===== config.mk =====
export PLATFORM = sky130hd
export DESIGN_NAME = touch_gesture_recognizer
export DESIGN_NICKNAME = d
export VERILOG_FILES = /design/src/rtl/tgr_pkg.sv /design/src/rtl/tgr_core.sv /design/src/rtl/tgr_outq.sv /design/src/rtl/touch_gesture_recognizer.sv
export SDC_FILE = /design/constraint.sdc
export NUM_CORES = 1
export LEC_CHECK = 0
export BUFFER_PORTS_ARGS = -buffer_cell sky130_fd_sc_hd__buf_4
export CAP_MARGIN = 10
export CELL_PAD_IN_SITES_DETAIL_PLACEMENT = 0
export CELL_PAD_IN_SITES_GLOBAL_PLACEMENT = 1
export CORE_AREA = 2 2 211 213
export DETAILED_ROUTE_END_ITERATION = 12
export DIE_AREA = 0 0 213 215
export MAX_ROUTING_LAYER = met4
export PLACE_DENSITY_LB_ADDON = 0.12
export RECOVER_POWER = 25
export SKIP_CTS_REPAIR_TIMING = 1
export SKIP_LAST_GASP = 1
export SLEW_MARGIN = 15
export SYNTH_ARGS = -nofsm -noshare
export SYNTH_HDL_FRONTEND = slang
export SYNTH_SLANG_ARGS = --single-unit

===== constraint.sdc =====
create_clock -name clk -period 10.5 [get_ports clk]
set_input_delay 1.05 -clock clk [delete_from_list [all_inputs] [get_ports clk]]
set_output_delay 1.05 -clock clk [all_outputs]
set_load 0.005 [all_outputs]

===== src/rtl/tgr_pkg.sv =====
`default_nettype none

package tgr_pkg;

	localparam int DISPLAY_WIDTH  = 240;
	localparam int DISPLAY_HEIGHT = 240;

	localparam int LONG_PRESS_RESET = 500;
	localparam int SWIPE_TH_RESET   = 50;

	// register indexes of the configuration port
	localparam logic CFG_LONG_PRESS = 1'b0;
	localparam logic CFG_SWIPE_TH   = 1'b1;

	typedef enum logic [3:0] {
		EV_NONE  = 4'd0,
		EV_PRESS = 4'd1,
		EV_MOVE  = 4'd2,
		EV_TAP   = 4'd3,
		EV_LONG  = 4'd4,
		EV_LEFT  = 4'd5,
		EV_RIGHT = 4'd6,
		EV_UP    = 4'd7,
		EV_DOWN  = 4'd8
	} event_kind_t;

	// one poll after coordinate mapping
	typedef struct packed {
		logic        read_ok;
		logic        touched;
		logic [7:0]  x;
		logic [7:0]  y;
		logic [31:0] time_ms;
	} tgr_item_t;

	typedef struct packed {
		logic [7:0]  pointer_x;
		logic [7:0]  pointer_y;
		logic        pressed;
		event_kind_t kind;
		logic        last;
	} tgr_result_t;

	// results of one poll toward the output queue
	typedef struct packed {
		logic        push;
		logic        two;
		tgr_result_t first;
		tgr_result_t second;
	} tgr_push_t;

	// invert against the display size and clamp to 0..size-1, keep low 8 bits
	function automatic logic [7:0] map_coord(input logic [11:0] raw, input logic [12:0] size);
		logic signed [13:0] v;
		logic signed [13:0] top_v;
		v     = $signed({1'b0, size}) - $signed({2'b00, raw});
		top_v = $signed({1'b0, size}) - 14'sd1;
		if (v < 14'sd0) begin
			v = 14'sd0;
		end
		if (v > top_v) begin
			v = top_v;
		end
		return v[7:0];
	endfunction

endpackage

`default_nettype wire


===== src/rtl/tgr_core.sv =====
`default_nettype none

module tgr_core (
	input  wire logic                clk,
	input  wire logic                arst_n,
	input  wire logic                fire,
	input  wire tgr_pkg::tgr_item_t  item,
	input  wire logic [15:0]         long_press_ms,
	input  wire logic [17:0]         swipe_th_sq,
	output tgr_pkg::tgr_push_t       push
);

	logic        touched_q, gesture_q;
	logic [31:0] press_time_q;
	logic [7:0]  anchor_x_q, anchor_y_q, held_x_q, held_y_q;

	logic        touched_n, gesture_n;
	logic [31:0] press_time_n;
	logic [7:0]  anchor_x_n, anchor_y_n, held_x_n, held_y_n;

	logic signed [8:0]  dx, dy;
	logic [7:0]         adx, ady;
	logic [16:0]        sq_x, sq_y;
	logic [17:0]        dist_sq;
	logic               swipe;
	tgr_pkg::event_kind_t swipe_kind;
	logic [31:0]        duration;

	assign dx      = $signed({1'b0, item.x}) - $signed({1'b0, anchor_x_q});
	assign dy      = $signed({1'b0, item.y}) - $signed({1'b0, anchor_y_q});
	assign adx     = dx[8] ? 8'(-dx) : dx[7:0];
	assign ady     = dy[8] ? 8'(-dy) : dy[7:0];
	assign sq_x    = 17'({9'd0, adx} * {9'd0, adx});
	assign sq_y    = 17'({9'd0, ady} * {9'd0, ady});
	assign dist_sq = {1'b0, sq_x} + {1'b0, sq_y};
	assign swipe   = dist_sq > swipe_th_sq;
	assign duration = item.time_ms - press_time_q;

	always_comb begin
		if (adx > ady) begin
			swipe_kind = (dx > 9'sd0) ? tgr_pkg::EV_RIGHT : tgr_pkg::EV_LEFT;
		end else begin
			swipe_kind = (dy > 9'sd0) ? tgr_pkg::EV_DOWN : tgr_pkg::EV_UP;
		end
	end

	always_comb begin
		touched_n    = touched_q;
		gesture_n    = gesture_q;
		press_time_n = press_time_q;
		anchor_x_n   = anchor_x_q;
		anchor_y_n   = anchor_y_q;
		held_x_n     = held_x_q;
		held_y_n     = held_y_q;
		push.push    = fire;
		push.two     = 1'b0;
		push.first   = '{held_x_q, held_y_q, 1'b0, tgr_pkg::EV_NONE, 1'b1};
		push.second  = '{item.x, item.y, 1'b1, tgr_pkg::EV_MOVE, 1'b1};
		if (!item.read_ok) begin
			touched_n = 1'b0;
		end else if (item.touched) begin
			held_x_n  = item.x;
			held_y_n  = item.y;
			touched_n = 1'b1;
			if (!gesture_q) begin
				gesture_n    = 1'b1;
				press_time_n = item.time_ms;
				anchor_x_n   = item.x;
				anchor_y_n   = item.y;
				push.first   = '{item.x, item.y, 1'b1, tgr_pkg::EV_PRESS, 1'b1};
			end else if (swipe) begin
				anchor_x_n = item.x;
				anchor_y_n = item.y;
				push.two   = 1'b1;
				push.first = '{item.x, item.y, 1'b1, swipe_kind, 1'b0};
			end else begin
				push.first = '{item.x, item.y, 1'b1, tgr_pkg::EV_MOVE, 1'b1};
			end
		end else if (touched_q) begin
			touched_n = 1'b0;
			if (gesture_q) begin
				gesture_n  = 1'b0;
				push.first = '{held_x_q, held_y_q, 1'b0,
					(duration >= {16'd0, long_press_ms}) ? tgr_pkg::EV_LONG : tgr_pkg::EV_TAP,
					1'b1};
			end
		end
	end

	always_ff @(posedge clk or negedge arst_n) begin
		if (!arst_n) begin
			touched_q    <= 1'b0;
			gesture_q    <= 1'b0;
			press_time_q <= '0;
			anchor_x_q   <= '0;
			anchor_y_q   <= '0;
			held_x_q     <= '0;
			held_y_q     <= '0;
		end else if (fire) begin
			touched_q    <= touched_n;
			gesture_q    <= gesture_n;
			press_time_q <= press_time_n;
			anchor_x_q   <= anchor_x_n;
			anchor_y_q   <= anchor_y_n;
			held_x_q     <= held_x_n;
			held_y_q     <= held_y_n;
		end
	end

endmodule

`default_nettype wire


===== src/rtl/tgr_outq.sv =====
`default_nettype none

module tgr_outq (
	input  wire logic                 clk,
	input  wire logic                 arst_n,
	input  wire tgr_pkg::tgr_push_t   push,
	input  wire logic                 pop,
	output logic                      room,
	output logic                      head_valid,
	output tgr_pkg::tgr_result_t      head
);

	tgr_pkg::tgr_result_t mem_q [4];
	logic [1:0] wr_ptr_q, rd_ptr_q;
	logic [2:0] count_q;
	logic [1:0] wr_ptr_1;
	logic [2:0] n_push;
	logic [2:0] n_pop;

	assign wr_ptr_1   = wr_ptr_q + 2'd1;
	assign n_push     = push.push ? (push.two ? 3'd2 : 3'd1) : 3'd0;
	assign n_pop      = pop ? 3'd1 : 3'd0;
	// room for a whole poll's results
	assign room       = count_q <= 3'd2;
	assign head_valid = count_q != 3'd0;
	assign head       = mem_q[rd_ptr_q];

	always_ff @(posedge clk) begin
		if (push.push) begin
			mem_q[wr_ptr_q] <= push.first;
			if (push.two) begin
				mem_q[wr_ptr_1] <= push.second;
			end
		end
	end

	always_ff @(posedge clk or negedge arst_n) begin
		if (!arst_n) begin
			wr_ptr_q <= '0;
			rd_ptr_q <= '0;
			count_q  <= '0;
		end else begin
			wr_ptr_q <= wr_ptr_q + n_push[1:0];
			rd_ptr_q <= rd_ptr_q + n_pop[1:0];
			count_q  <= count_q + n_push - n_pop;
		end
	end

endmodule

`default_nettype wire


===== src/rtl/touch_gesture_recognizer.sv =====
// A poll accepted is held in the input register, then passes through the gesture core
// into the result queue once that has room; its first result is offered from the queue head.
// Throughput: one poll per cycle and one result per cycle while the output is not stalled;
// a poll that swipes yields two results. The single output port sets this; a poll
// advances only while the four-entry result queue has room for two results.
// Reset (arst_n low, asynchronous): gesture state and queue clear, long_press_ms returns
// to 500 and the swipe distance bound to 50.
`default_nettype none

module touch_gesture_recognizer (
	input  wire logic        clk,
	input  wire logic        arst_n,
	// configuration write port
	input  wire logic        cfg_we,
	input  wire logic        cfg_addr,
	input  wire logic [15:0] cfg_wdata,
	// poll input
	input  wire logic        in_valid,
	output logic             in_stall,
	input  wire logic        read_ok,
	input  wire logic [7:0]  touch_count,
	input  wire logic [11:0] raw_x,
	input  wire logic [11:0] raw_y,
	input  wire logic [31:0] time_ms,
	// result output
	output logic             out_valid,
	input  wire logic        out_stall,
	output logic [7:0]       pointer_x,
	output logic [7:0]       pointer_y,
	output logic             pressed,
	output logic [3:0]       event_kind,
	output logic             last
);

	// configuration; the threshold is kept squared so the distance test is one compare
	logic [15:0] long_press_q;
	logic [17:0] swipe_th_sq_q;

	// input register
	logic                 valid_s1;
	tgr_pkg::tgr_item_t   item_s1;

	logic                 in_accept;
	logic                 advance;
	logic                 room;
	tgr_pkg::tgr_push_t   push;
	tgr_pkg::tgr_result_t head;

	always_ff @(posedge clk or negedge arst_n) begin
		if (!arst_n) begin
			long_press_q  <= 16'(tgr_pkg::LONG_PRESS_RESET);
			swipe_th_sq_q <= 18'(tgr_pkg::SWIPE_TH_RESET * tgr_pkg::SWIPE_TH_RESET);
		end else if (cfg_we) begin
			unique case (cfg_addr)
				tgr_pkg::CFG_LONG_PRESS: long_press_q <= cfg_wdata;
				tgr_pkg::CFG_SWIPE_TH: swipe_th_sq_q <=
					18'({9'd0, cfg_wdata[8:0]} * {9'd0, cfg_wdata[8:0]});
			endcase
		end
	end

	// Advance the held poll once the queue can take both of its possible results;
	// stall the input only while a poll waits in the input register without room.
	assign advance   = valid_s1 && room;
	assign in_stall  = valid_s1 && !room;
	assign in_accept = in_valid && !in_stall;

	always_ff @(posedge clk or negedge arst_n) begin
		if (!arst_n) begin
			valid_s1 <= 1'b0;
		end else if (in_accept) begin
			valid_s1 <= 1'b1;
		end else if (advance) begin
			valid_s1 <= 1'b0;
		end
	end

	// Map coordinates on the way in so the gesture stage sees display pixels.
	always_ff @(posedge clk) begin
		if (in_accept) begin
			item_s1.read_ok <= read_ok;
			item_s1.touched <= touch_count != 8'd0;
			item_s1.x       <= tgr_pkg::map_coord(raw_x, 13'(tgr_pkg::DISPLAY_WIDTH));
			item_s1.y       <= tgr_pkg::map_coord(raw_y, 13'(tgr_pkg::DISPLAY_HEIGHT));
			item_s1.time_ms <= time_ms;
		end
	end

	// Gesture state and result generation for one poll per cycle while the result queue has room.
	tgr_core u_core (
		.clk          (clk),
		.arst_n       (arst_n),
		.fire         (advance),
		.item         (item_s1),
		.long_press_ms(long_press_q),
		.swipe_th_sq  (swipe_th_sq_q),
		.push         (push)
	);

	// Result queue: separates the output handshake from the gesture stage.
	tgr_outq u_outq (
		.clk       (clk),
		.arst_n    (arst_n),
		.push      (push),
		.pop       (out_valid && !out_stall),
		.room      (room),
		.head_valid(out_valid),
		.head      (head)
	);

	assign pointer_x  = head.pointer_x;
	assign pointer_y  = head.pointer_y;
	assign pressed    = head.pressed;
	assign event_kind = head.kind;
	assign last       = head.last;

endmodule

`default_nettype wire


# Word-level counts from Yosys, hierarchy flattened
# Memories as Yosys holds them, arrays and structs flattened.
# Cells that the tools add are included.
[classes] n_div=0 mul=3 n_shift=0 eq_ne=1 n_lt_le_gt_ge=10 addsub=13 n_reduce_logical=17 mux=37 n_bitwise=2
[op_table] cell="$mux W14" count=4
[op_table] cell="$mux W8" count=6
[op_table] cell="$ge A32 B16 Y1" count=1
[op_table] cell="$mul A8 B8 Y16" count=2
[op_table] cell="$sub A32 B32 Y32" count=1
[op_table] cell="$gt A14 B9 Y1 const B" count=2
[op_table] cell="$lt A13 B1 Y1 const B" count=2
[op_table] cell="$sub A8 B12 Y13 const A" count=2
[op_table] cell="$mux W23" count=1
[op_table] cell="$mux W22" count=1
[op_table] cell="$mux W5" count=4
[op_table] cell="$gt A18 B18 Y1" count=1
[op_table] cell="$gt A9 B1 Y1 const B" count=2
[op_table] cell="$mul A9 B9 Y18" count=1
[op_table] cell="$sub A8 B8 Y9" count=2
[op_table] cell="$add A16 B16 Y17" count=1
[op_table] cell="$neg A8 Y8" count=2
[op_table] cell="$mux W1" count=15
[op_table] cell="$gt A8 B8 Y1" count=1
[op_table] cell="$mux W4" count=2
[op_table] cell="$reduce_and A4 Y1" count=2
[op_table] cell="$reduce_bool A8 Y1" count=1
[op_table] cell="$mux W3" count=2
[op_table] cell="$reduce_and A3 Y1" count=2
[op_table] cell="other kinds (13)" count=23
[totals] rom_bits=0 latch_bits=0 out_inout_bits=24 ram_bits=88 ff_bits=158 n_memories=1
[mem_list] name="u_outq.mem_q" words=4 word_bits=22 rd=1 rd_clocked_by_memory_dff=0 wr=2 line="tgr_outq.sv:13" text="tgr_pkg::tgr_result_t mem_q [4];"

# Logic depth before layout (Yosys ltp)
# Gate-level depths: netlist of the first run.
[logic_depth] word_depth=14 mapped_depth=47 depth_no_buf=46

# Cells and area by module
# A second synthesis of the first run with hierarchy kept.
[unflattened] hier_cells=1995 area_unflattened_um2=20581.0
[by_module_without_submodules] module="tgr_core" cells_each=1229 instances=1 seq_area_each_um2=1651.6 area_each_um2=10258.6
[by_module_without_submodules] module="touch_gesture_recognizer" cells_each=514 instances=1 seq_area_each_um2=2366.0 area_each_um2=5529.1
[by_module_without_submodules] module="tgr_outq" cells_each=252 instances=1 seq_area_each_um2=2817.7 area_each_um2=4793.3

# Worst setup path before layout of the first run
# OpenSTA, ideal clock, no wires.
[synth_path] kind="reg2reg" start="register item_s1[40] (netlist name)" end="register u_outq.count_q[2]" synth_period_minus_slack_ns=10.286 path_slack_ns=0.214 arrival_ns=10.164 stages_incl_launch_ff=43 path_buffers=1 cell_sequence="edfxtp_1 -> inv_1 -> ha_1 -> inv_1 -> fa_1 -> a21o_1 -> a21oi_1 -> xnor2_1 -> or4b_2 -> nor2b_1 -> xnor2_1 -> inv_1 -> nand2_1 -> fa_1 -> fa_1 -> fa_1 -> inv_1 -> fa_1 -> (+7 left out) -> o21ai_0 -> a21boi_0 -> o21ai_0 -> a21oi_1 -> o41ai_1 -> xnor2_1 -> ha_1 -> nand3_1 -> or2_2 -> nor2_1 -> o31a_1 -> o31a_1 -> clkbuf_1 -> nand3_1 -> ha_1 -> fa_1 -> xor2_1 -> xnor2_1"
[synth_via] elab_chain_cells=14
[synth_rtl] element="start: declaration" line="touch_gesture_recognizer.sv:41" text="tgr_pkg::tgr_item_t item_s1;"
[synth_rtl] element="$sub A8 B8 Y9 *" line="tgr_core.sv:29" text="assign dx = $signed({1'b0, item.x}) - $signed({1'b0, anchor_x_q});"
[synth_rtl] element="$neg A8 Y8" line="tgr_core.sv:31" text="assign adx = dx[8] ? 8'(-dx) : dx[7:0];"
[synth_rtl] element="$mux W8 *" line="tgr_core.sv:31"
[synth_rtl] element="$mul A8 B8 Y16 *" line="tgr_core.sv:33" text="assign sq_x = 17'({9'd0, adx} * {9'd0, adx});"
[synth_rtl] element="$add A16 B16 Y17 *" line="tgr_core.sv:35" text="assign dist_sq = {1'b0, sq_x} + {1'b0, sq_y};"
[synth_rtl] element="$gt A18 B18 Y1 *" line="tgr_core.sv:36" text="assign swipe = dist_sq > swipe_th_sq;"
[synth_rtl] element="$mux W1 *" line="tgr_core.sv:71" text="end else if (swipe) begin"
[synth_rtl] element="$mux W1 *" line="tgr_core.sv:65" text="if (!gesture_q) begin"
[synth_rtl] element="$mux W1 *" line="tgr_core.sv:61" text="end else if (item.touched) begin"
[synth_rtl] element="$mux W23 *" line="tgr_core.sv:59" text="if (!item.read_ok) begin"
[synth_rtl] element="$mux W2 *" line="tgr_outq.sv:21" text="assign n_push = push.push ? (push.two ? 3'd2 : 3'd1) : 3'd0;"
[synth_rtl] element="$mux W3 *" line="tgr_outq.sv:21"
[synth_rtl] element="$add A3 B3 Y3 *" line="tgr_outq.sv:45" text="count_q <= count_q + n_push - n_pop;"
[synth_rtl] element="$sub A3 B3 Y3 *" line="tgr_outq.sv:45"
[synth_rtl] element="end signal: assignment" line="tgr_outq.sv:45"
[synth_rtl] element="end: declaration" line="tgr_outq.sv:15" text="logic [2:0] count_q;"
# Mark *: on every way between the ends. The rest lies on a longest branch, timed or not.
# A chain may end at the register's enable or synchronous reset.

# Worst setup path in the final report of the first run
# Same ends and word-level chain as after synthesis.

==> results by group, run 1 <==
Global route
  • First-pass GRT wire length: 76,200 um
  • GR Overflow Total: 0
  • Overall Global Routing Usage: 0.214
  • Initial antenna violation count: 0
  • Largest net degree at the start of global routing: 63
  • Vias in the first global route: 14,500

Synthesis
  • Leading area contributor after synthesis: edfxtp_1
  • Main combinational cell family by area after synthesis: adder cells
  • Seq cells post-synth: 245
  • Post-synthesis instance total: 1,909
  • Post-Synth Adder-Cell Area: 0.236
  • Async SR Flop Fraction: 0.437
  • Mux cell area share after synthesis: 0.0589
  • Sequential-to-total area share from yosys stat: 0.340
  • Share of Yosys cell area claimed by the top area cell type: 0.176
  • Post-synth EDFFs: 114
  • Area fraction in compound gates after synthesis: 0.148
  • Synthesized area: 19,400 sq um
  • Ys flop type: edfxtp_1
  • Syn_area_per_cell: 10.2 sq um
  • Syn nets: 2,294
  • Synth Area in XOR/XNOR: 0.0428
  • Post-Synth Simple-Gate Area: 0.105
  • Distinct cell type count after synthesis: 78
  • Synth Warn #: 0
  • Synth top area cells: edfxtp_1 18%, dfrtp_1 12%, ha_1 12%, fa_1 12%, inv_1 5.6%

Clock tree
  • CTS buffer count: 29
  • H-Tree Depth: 1
  • Clock transition at path regs: 0.06 ns
  • CTS root buffer: clkbuf_16
  • Clk buf depth: 3
  • CTS tree: built
  • Num Clock Sinks: 245
  • Worst-Skew Late Latency: 0.58 ns

Placed design
  • Placed cell count: 2,594
  • RePlAce Congestion: 0.874
  • Post-place instance area: 21,100 sq um
  • Post-DP HPWL: 35,400 um
  • IO buf count: 110

Critical path
  • Critical path required time: 10.94 ns
  • Crit-path max FO: 11
  • Setup crit start kind: flip-flop
  • CP most frequent cell: inv_1
  • Crit-path slowest cell: or4b_2
  • WS Path Type: reg -> reg
  • Critical Path End Type: flip-flop
  • Worst Path Arrival: 10.40 ns
  • Worst path bufs/invs: 9
  • CP top delay family: adder cells
  • Max incr delay on CP: 0.69 ns

Cells and area
  • Most frequent cells in the layout: 289 x inv_1, 183 x ha_1, 137 x nand2_1
  • Area growth from synthesis to layout: 14.3%
  • Non-filler cells, final: 2,650
  • Share of cells above drive strength 1: 0.172
  • N_diodes: 0
  • Final core utilization: 0.508
  • Design Area, Final: 22,200 sq um
  • Nets: 2,420
  • Most common cell after layout, fill and taps aside: inv_1

Routing
  • WL/cell: 17.5 um
  • First DRT Iteration DRCs: 632
  • Total Wirelength: 46,300 um
  • Pre-Repair DR Iteration Count: 5
  • Total number of vias: 14,100
  • Post-route antenna net violation count: 0
  • Via density: 5.33
  • Post-route DRC: 0

Timing
  • Final period utilization: 0.948
  • Setup tns final: 0 ns
  • Max Clock Freq: 100 MHz
  • Slew Viols, Final: 161
  • Transition time of the tightest slew-check pin: 3.36 ns
  • Slew Limit Headroom: -1.24
  • Final worst path period need: 9.95 ns
  • Hold Vio Cnt, Final: 0
  • Final setup violation count: 0
  • Worst Clk Skew: 0.0293 ns

Status
  • Violated checks: capacitance limit, slew limit
  • Status: finished, violations left

Floorplanning
  • Io pins: 111
  • Initial Util: 0.445
  • Die footprint: 45,800 sq um
  • Die Height: 215 um
  • CORE AREA: 43,600 sq um
  • Die W: 213 um
  • Core Rows: 77

Job
  • Max Cap Violations: 4

Hold path
  • Min-delay worst type: reg -> reg
==> metrics by stage <==
stage	setup slack, ns	hold WS [ns]
6_report	0.547	0.463
5_1_grt	-0.00164	0.473
4_1_cts	-0.149	0.466
3_5_place_dp	-0.0685	0.453
3_3_place_gp	0.139	0.449
2_1_floorplan	0.214	0.431
==> flip-flops by register name, summed over array words and instances (netlist names), 3 cells and up <==
signal,count
u_core.held_x_q,8
u_core.anchor_y_q,8
u_outq.mem_q,88
long_press_q,16
item_s1,50
u_core.press_time_q,32
swipe_th_sq_q,17
u_core.held_y_q,8
u_core.anchor_x_q,8
u_outq.count_q,3
==> layout make-up <==
type,instances,area [sq um]
Fill cell,4059,21500
Clock buffer,40,817
Tap cell,592,741
Clock inverter,14,150
Multi-Input combinational cell,1310,11600
Timing Repair Buffer,160,1190
Sequential cell,245,6600
Inverter,289,1080
==> Yosys cell counts, types with 22 or more instances <==
cell        n
inv_1     289
ha_1      184
nand2_1   138
edfxtp_1  114
fa_1      114
nor2_1    113
dfrtp_1    96
o21ai_0    86
a21oi_1    76
a22o_1     69
xnor2_1    59
mux2_2     54
clkbuf_1   45
and2_1     43
xor2_1     36
nand3_1    28
dfxtp_1    24
mux4_2     22
==> path summary, 6_finish.rpt <==
path | slack (ns) | startpoint | cells past startpoint | end
min in group asynchronous | 1.39 | arst_n | 1 | u_core.press_time_q[19]$_DFFE_PN0P_
worst max register to register | 0.55 | item_s1[40]$_SDFFCE_PN1P_ | 41 | u_outq.count_q[2]$_DFF_PN0_
max in group asynchronous | 4.84 | arst_n | 2 | swipe_th_sq_q[14]$_DFFE_PN0P_
worst max-delay path | 0.55 | item_s1[40]$_SDFFCE_PN1P_ | 41 | u_outq.count_q[2]$_DFF_PN0_
worst min register to register | 0.46 | u_outq.mem_q[3][0]$_SDFFE_PP1P_ | 1 | u_outq.mem_q[3][0]$_SDFFE_PP1P_
worst min-delay path | 0.46 | u_outq.mem_q[3][0]$_SDFFE_PP1P_ | 1 | u_outq.mem_q[3][0]$_SDFFE_PP1P_
==> worst reg2reg max path: cells and delay by family, from the launching register on <==
family	cells	cell delay, ns
simple gates	3	1.00
flops	1	0.39
fa+ha+maj	12	4.49
buf+inv	9	0.73
compound gates	12	2.42
xor+xnor	5	0.77
==> logic make-up after synthesis <==
| kind of cell | Yosys count |
|---|---|
| mux | 80 |
| compound gates | 408 |
| xor+xnor | 95 |
| buf+inv | 354 |
| flops | 245 |
| fa+ha+maj | 298 |
| simple gates | 429 |
==> per-layer routing <==
metal	up-vias	GRT usage	wire (um)
li1	6882	-	-
met1	6937	0.287	21300
met2	233	0.351	22600
met3	69	0.0189	1220
met4	0	0.0559	1140
met5	-	-	0
Power of run 1 is not shown: default switching activity piles up to over one toggle a cycle in this logic, so the estimate is an artifact.
==> run 2, diff against run 1 <==
==> constraint.sdc (replaced) <==
create_clock -name clk -period 10.5 [get_ports clk]
set_input_delay 0 -clock clk [delete_from_list [all_inputs] [get_ports clk]]
set_output_delay 0 -clock clk [all_outputs]
set_load 0.005 [all_outputs]
==> results by group, run 2 (same netlist as run 1, synthesis figures left out) <==
Status
  • Status: finished, violations left
  • Violated checks: hold timing, capacitance limit, slew limit

Routing
  • WL/cell: 17.2 um
  • First DRT Iteration DRCs: 645
  • Post-route DRC: 0
  • Total Wirelength: 47,000 um
  • Via density: 5.30
  • Total number of vias: 14,500
  • Post-route antenna net violation count: 0
  • Pre-Repair DR Iteration Count: 5

Cells and area
  • Nets: 2,499
  • Most frequent cells in the layout: 289 x inv_1, 183 x ha_1, 137 x nand2_1
  • Share of cells above drive strength 1: 0.166
  • Largest regs: u_outq.mem_q x88, item_s1 x50, u_core.press_time_q x32
  • Max reg flops: 88
  • Most common cell after layout, fill and taps aside: inv_1
  • Fillcell total: 3,991
  • N_diodes: 0
  • Largest reg by FF count: u_outq.mem_q
  • Area growth from synthesis to layout: 18.4%

Critical path
  • Setup crit start kind: flip-flop
  • Critical Path Source: item_s1[40]$_SDFFCE_PN1P_
  • CP most frequent cell: inv_1
  • CP top delay family: adder cells
  • Reg2reg start: item_s1[40]$_SDFFCE_PN1P_
  • Crit path depth: 41
  • Max incr delay on CP: 0.69 ns
  • RR Endpoint: u_outq.count_q[2]$_DFF_PN0_
  • Critical Path End Type: flip-flop
  • Crit-path max FO: 11
  • Worst path bufs/invs: 9
  • Reg2reg setup slack: 0.51 ns
  • Capture point of the worst path: u_outq.count_q[2]$_DFF_PN0_
  • Critical path required time: 10.94 ns
  • WS Path Type: reg -> reg
  • Crit-path slowest cell: or4b_2
  • Worst Reg-to-Reg Cells: 41
  • Worst Path Arrival: 10.43 ns

Timing
  • Setup ws final: 0.510 ns
  • Max Clock Freq: 100 MHz
  • Hold Vio Cnt, Final: 2
  • Worst Clk Skew: 0.0297 ns
  • Final period utilization: 0.951
  • Slew Viols, Final: 142
  • Final worst path period need: 9.99 ns
  • Transition time of the tightest slew-check pin: 3.33 ns
  • Slew Limit Headroom: -1.22
  • Worst hold margin: -0.0292 ns
  • Final setup violation count: 0

Global route
  • Vias in the first global route: 14,500
  • Largest net degree at the start of global routing: 63
  • Overall Global Routing Usage: 0.214
  • First-pass GRT wire length: 76,200 um
  • GR Overflow Total: 0
  • Initial antenna violation count: 0

Floorplanning
  • Core Rows: 77
  • Io pins: 111
  • Die Height: 215 um
  • CORE AREA: 43,600 sq um
  • Die footprint: 45,800 sq um
  • Die W: 213 um
  • Initial Util: 0.445

Placed design
  • RePlAce Congestion: 0.874
  • Place WS: -0.0685 ns
  • IO buf count: 110
  • Post-DP HPWL: 35,400 um

Job
  • Max Cap Violations: 3

Clock tree
  • Clk buf depth: 3
  • Worst-Skew Late Latency: 0.58 ns
  • Clock transition at path regs: 0.06 ns
  • CTS tree: built
  • Num Clock Sinks: 245
  • CTS root buffer: clkbuf_16
  • H-Tree Depth: 1
  • CTS buffer count: 29

Hold path
  • Hold path depth: 5
  • Min-delay worst type: in -> reg
## run 2: cell count changes in the layout (fill, tap and decap cells not counted)
cell	previous run	this run
clkbuf_1	13	12
o21ai_0	83	84
and2_2	0	1
and2_0	2	1
o21ai_1	7	6
buf_4	119	120
dlygate4sd3_1	0	79
## run 2: metrics by stage
stage	hold slack, ns	area (sq um)	cells	utilization	setup TNS (ns)
6_report	-0.0292	23000	2729	0.527	0
2_1_floorplan	-0.296	19400	1909	-	0
3_3_place_gp	0.0749	21100	2594	0.483	0
5_1_grt	0.0247	23000	2729	0.527	-0.00265
3_5_place_dp	0.0772	21100	2594	0.483	-0.0685
4_1_cts	-0.532	22100	2648	0.506	-0.404
## run 2: per-layer routing
layer | vias up | GRT usage | share of wire
li1 | 7043 | - | -
met1 | 7094 | 0.287 | 0.45
met2 | 254 | 0.351 | 0.49
met3 | 68 | 0.0189 | 0.028
met4 | 0 | 0.0559 | 0.024
met5 | - | - | 0
## run 2: how the worst min path moves through the flow
stage                   from                                   to  slack, ns
global placement      arst_n  u_core.press_time_q[19]$_DFFE_PN0P_       0.07
global route        raw_y[6]            item_s1[38]$_SDFFCE_PN1P_       0.02
detailed placement    arst_n  u_core.press_time_q[19]$_DFFE_PN0P_       0.08
CTS                   arst_n  u_core.press_time_q[19]$_DFFE_PN0P_      -0.53
floorplan             arst_n          long_press_q[0]$_DFFE_PN0P_      -0.30
finish              raw_x[8]            item_s1[46]$_SDFFCE_PN1P_      -0.03
## run 2: final cells by class
cell class	count	area, sq um	share of cell area
multi-input combinational	1310	11600	0.505
clock buffer	40	817	0.0356
tap	592	741	0.0322
clock inverter	14	150	0.00653
timing repair buffer	239	1990	0.0864
sequential	245	6600	0.287
inverter	289	1080	0.0472
## run 2: tightest hold or removal path: stages
cell	delay (ns)
buf_4	0.08
nor2_1	0.03
nor2_1	0.13
nor2_1	0.08
nor2_1	0.10
Power of run 2 is left out for the same reason.
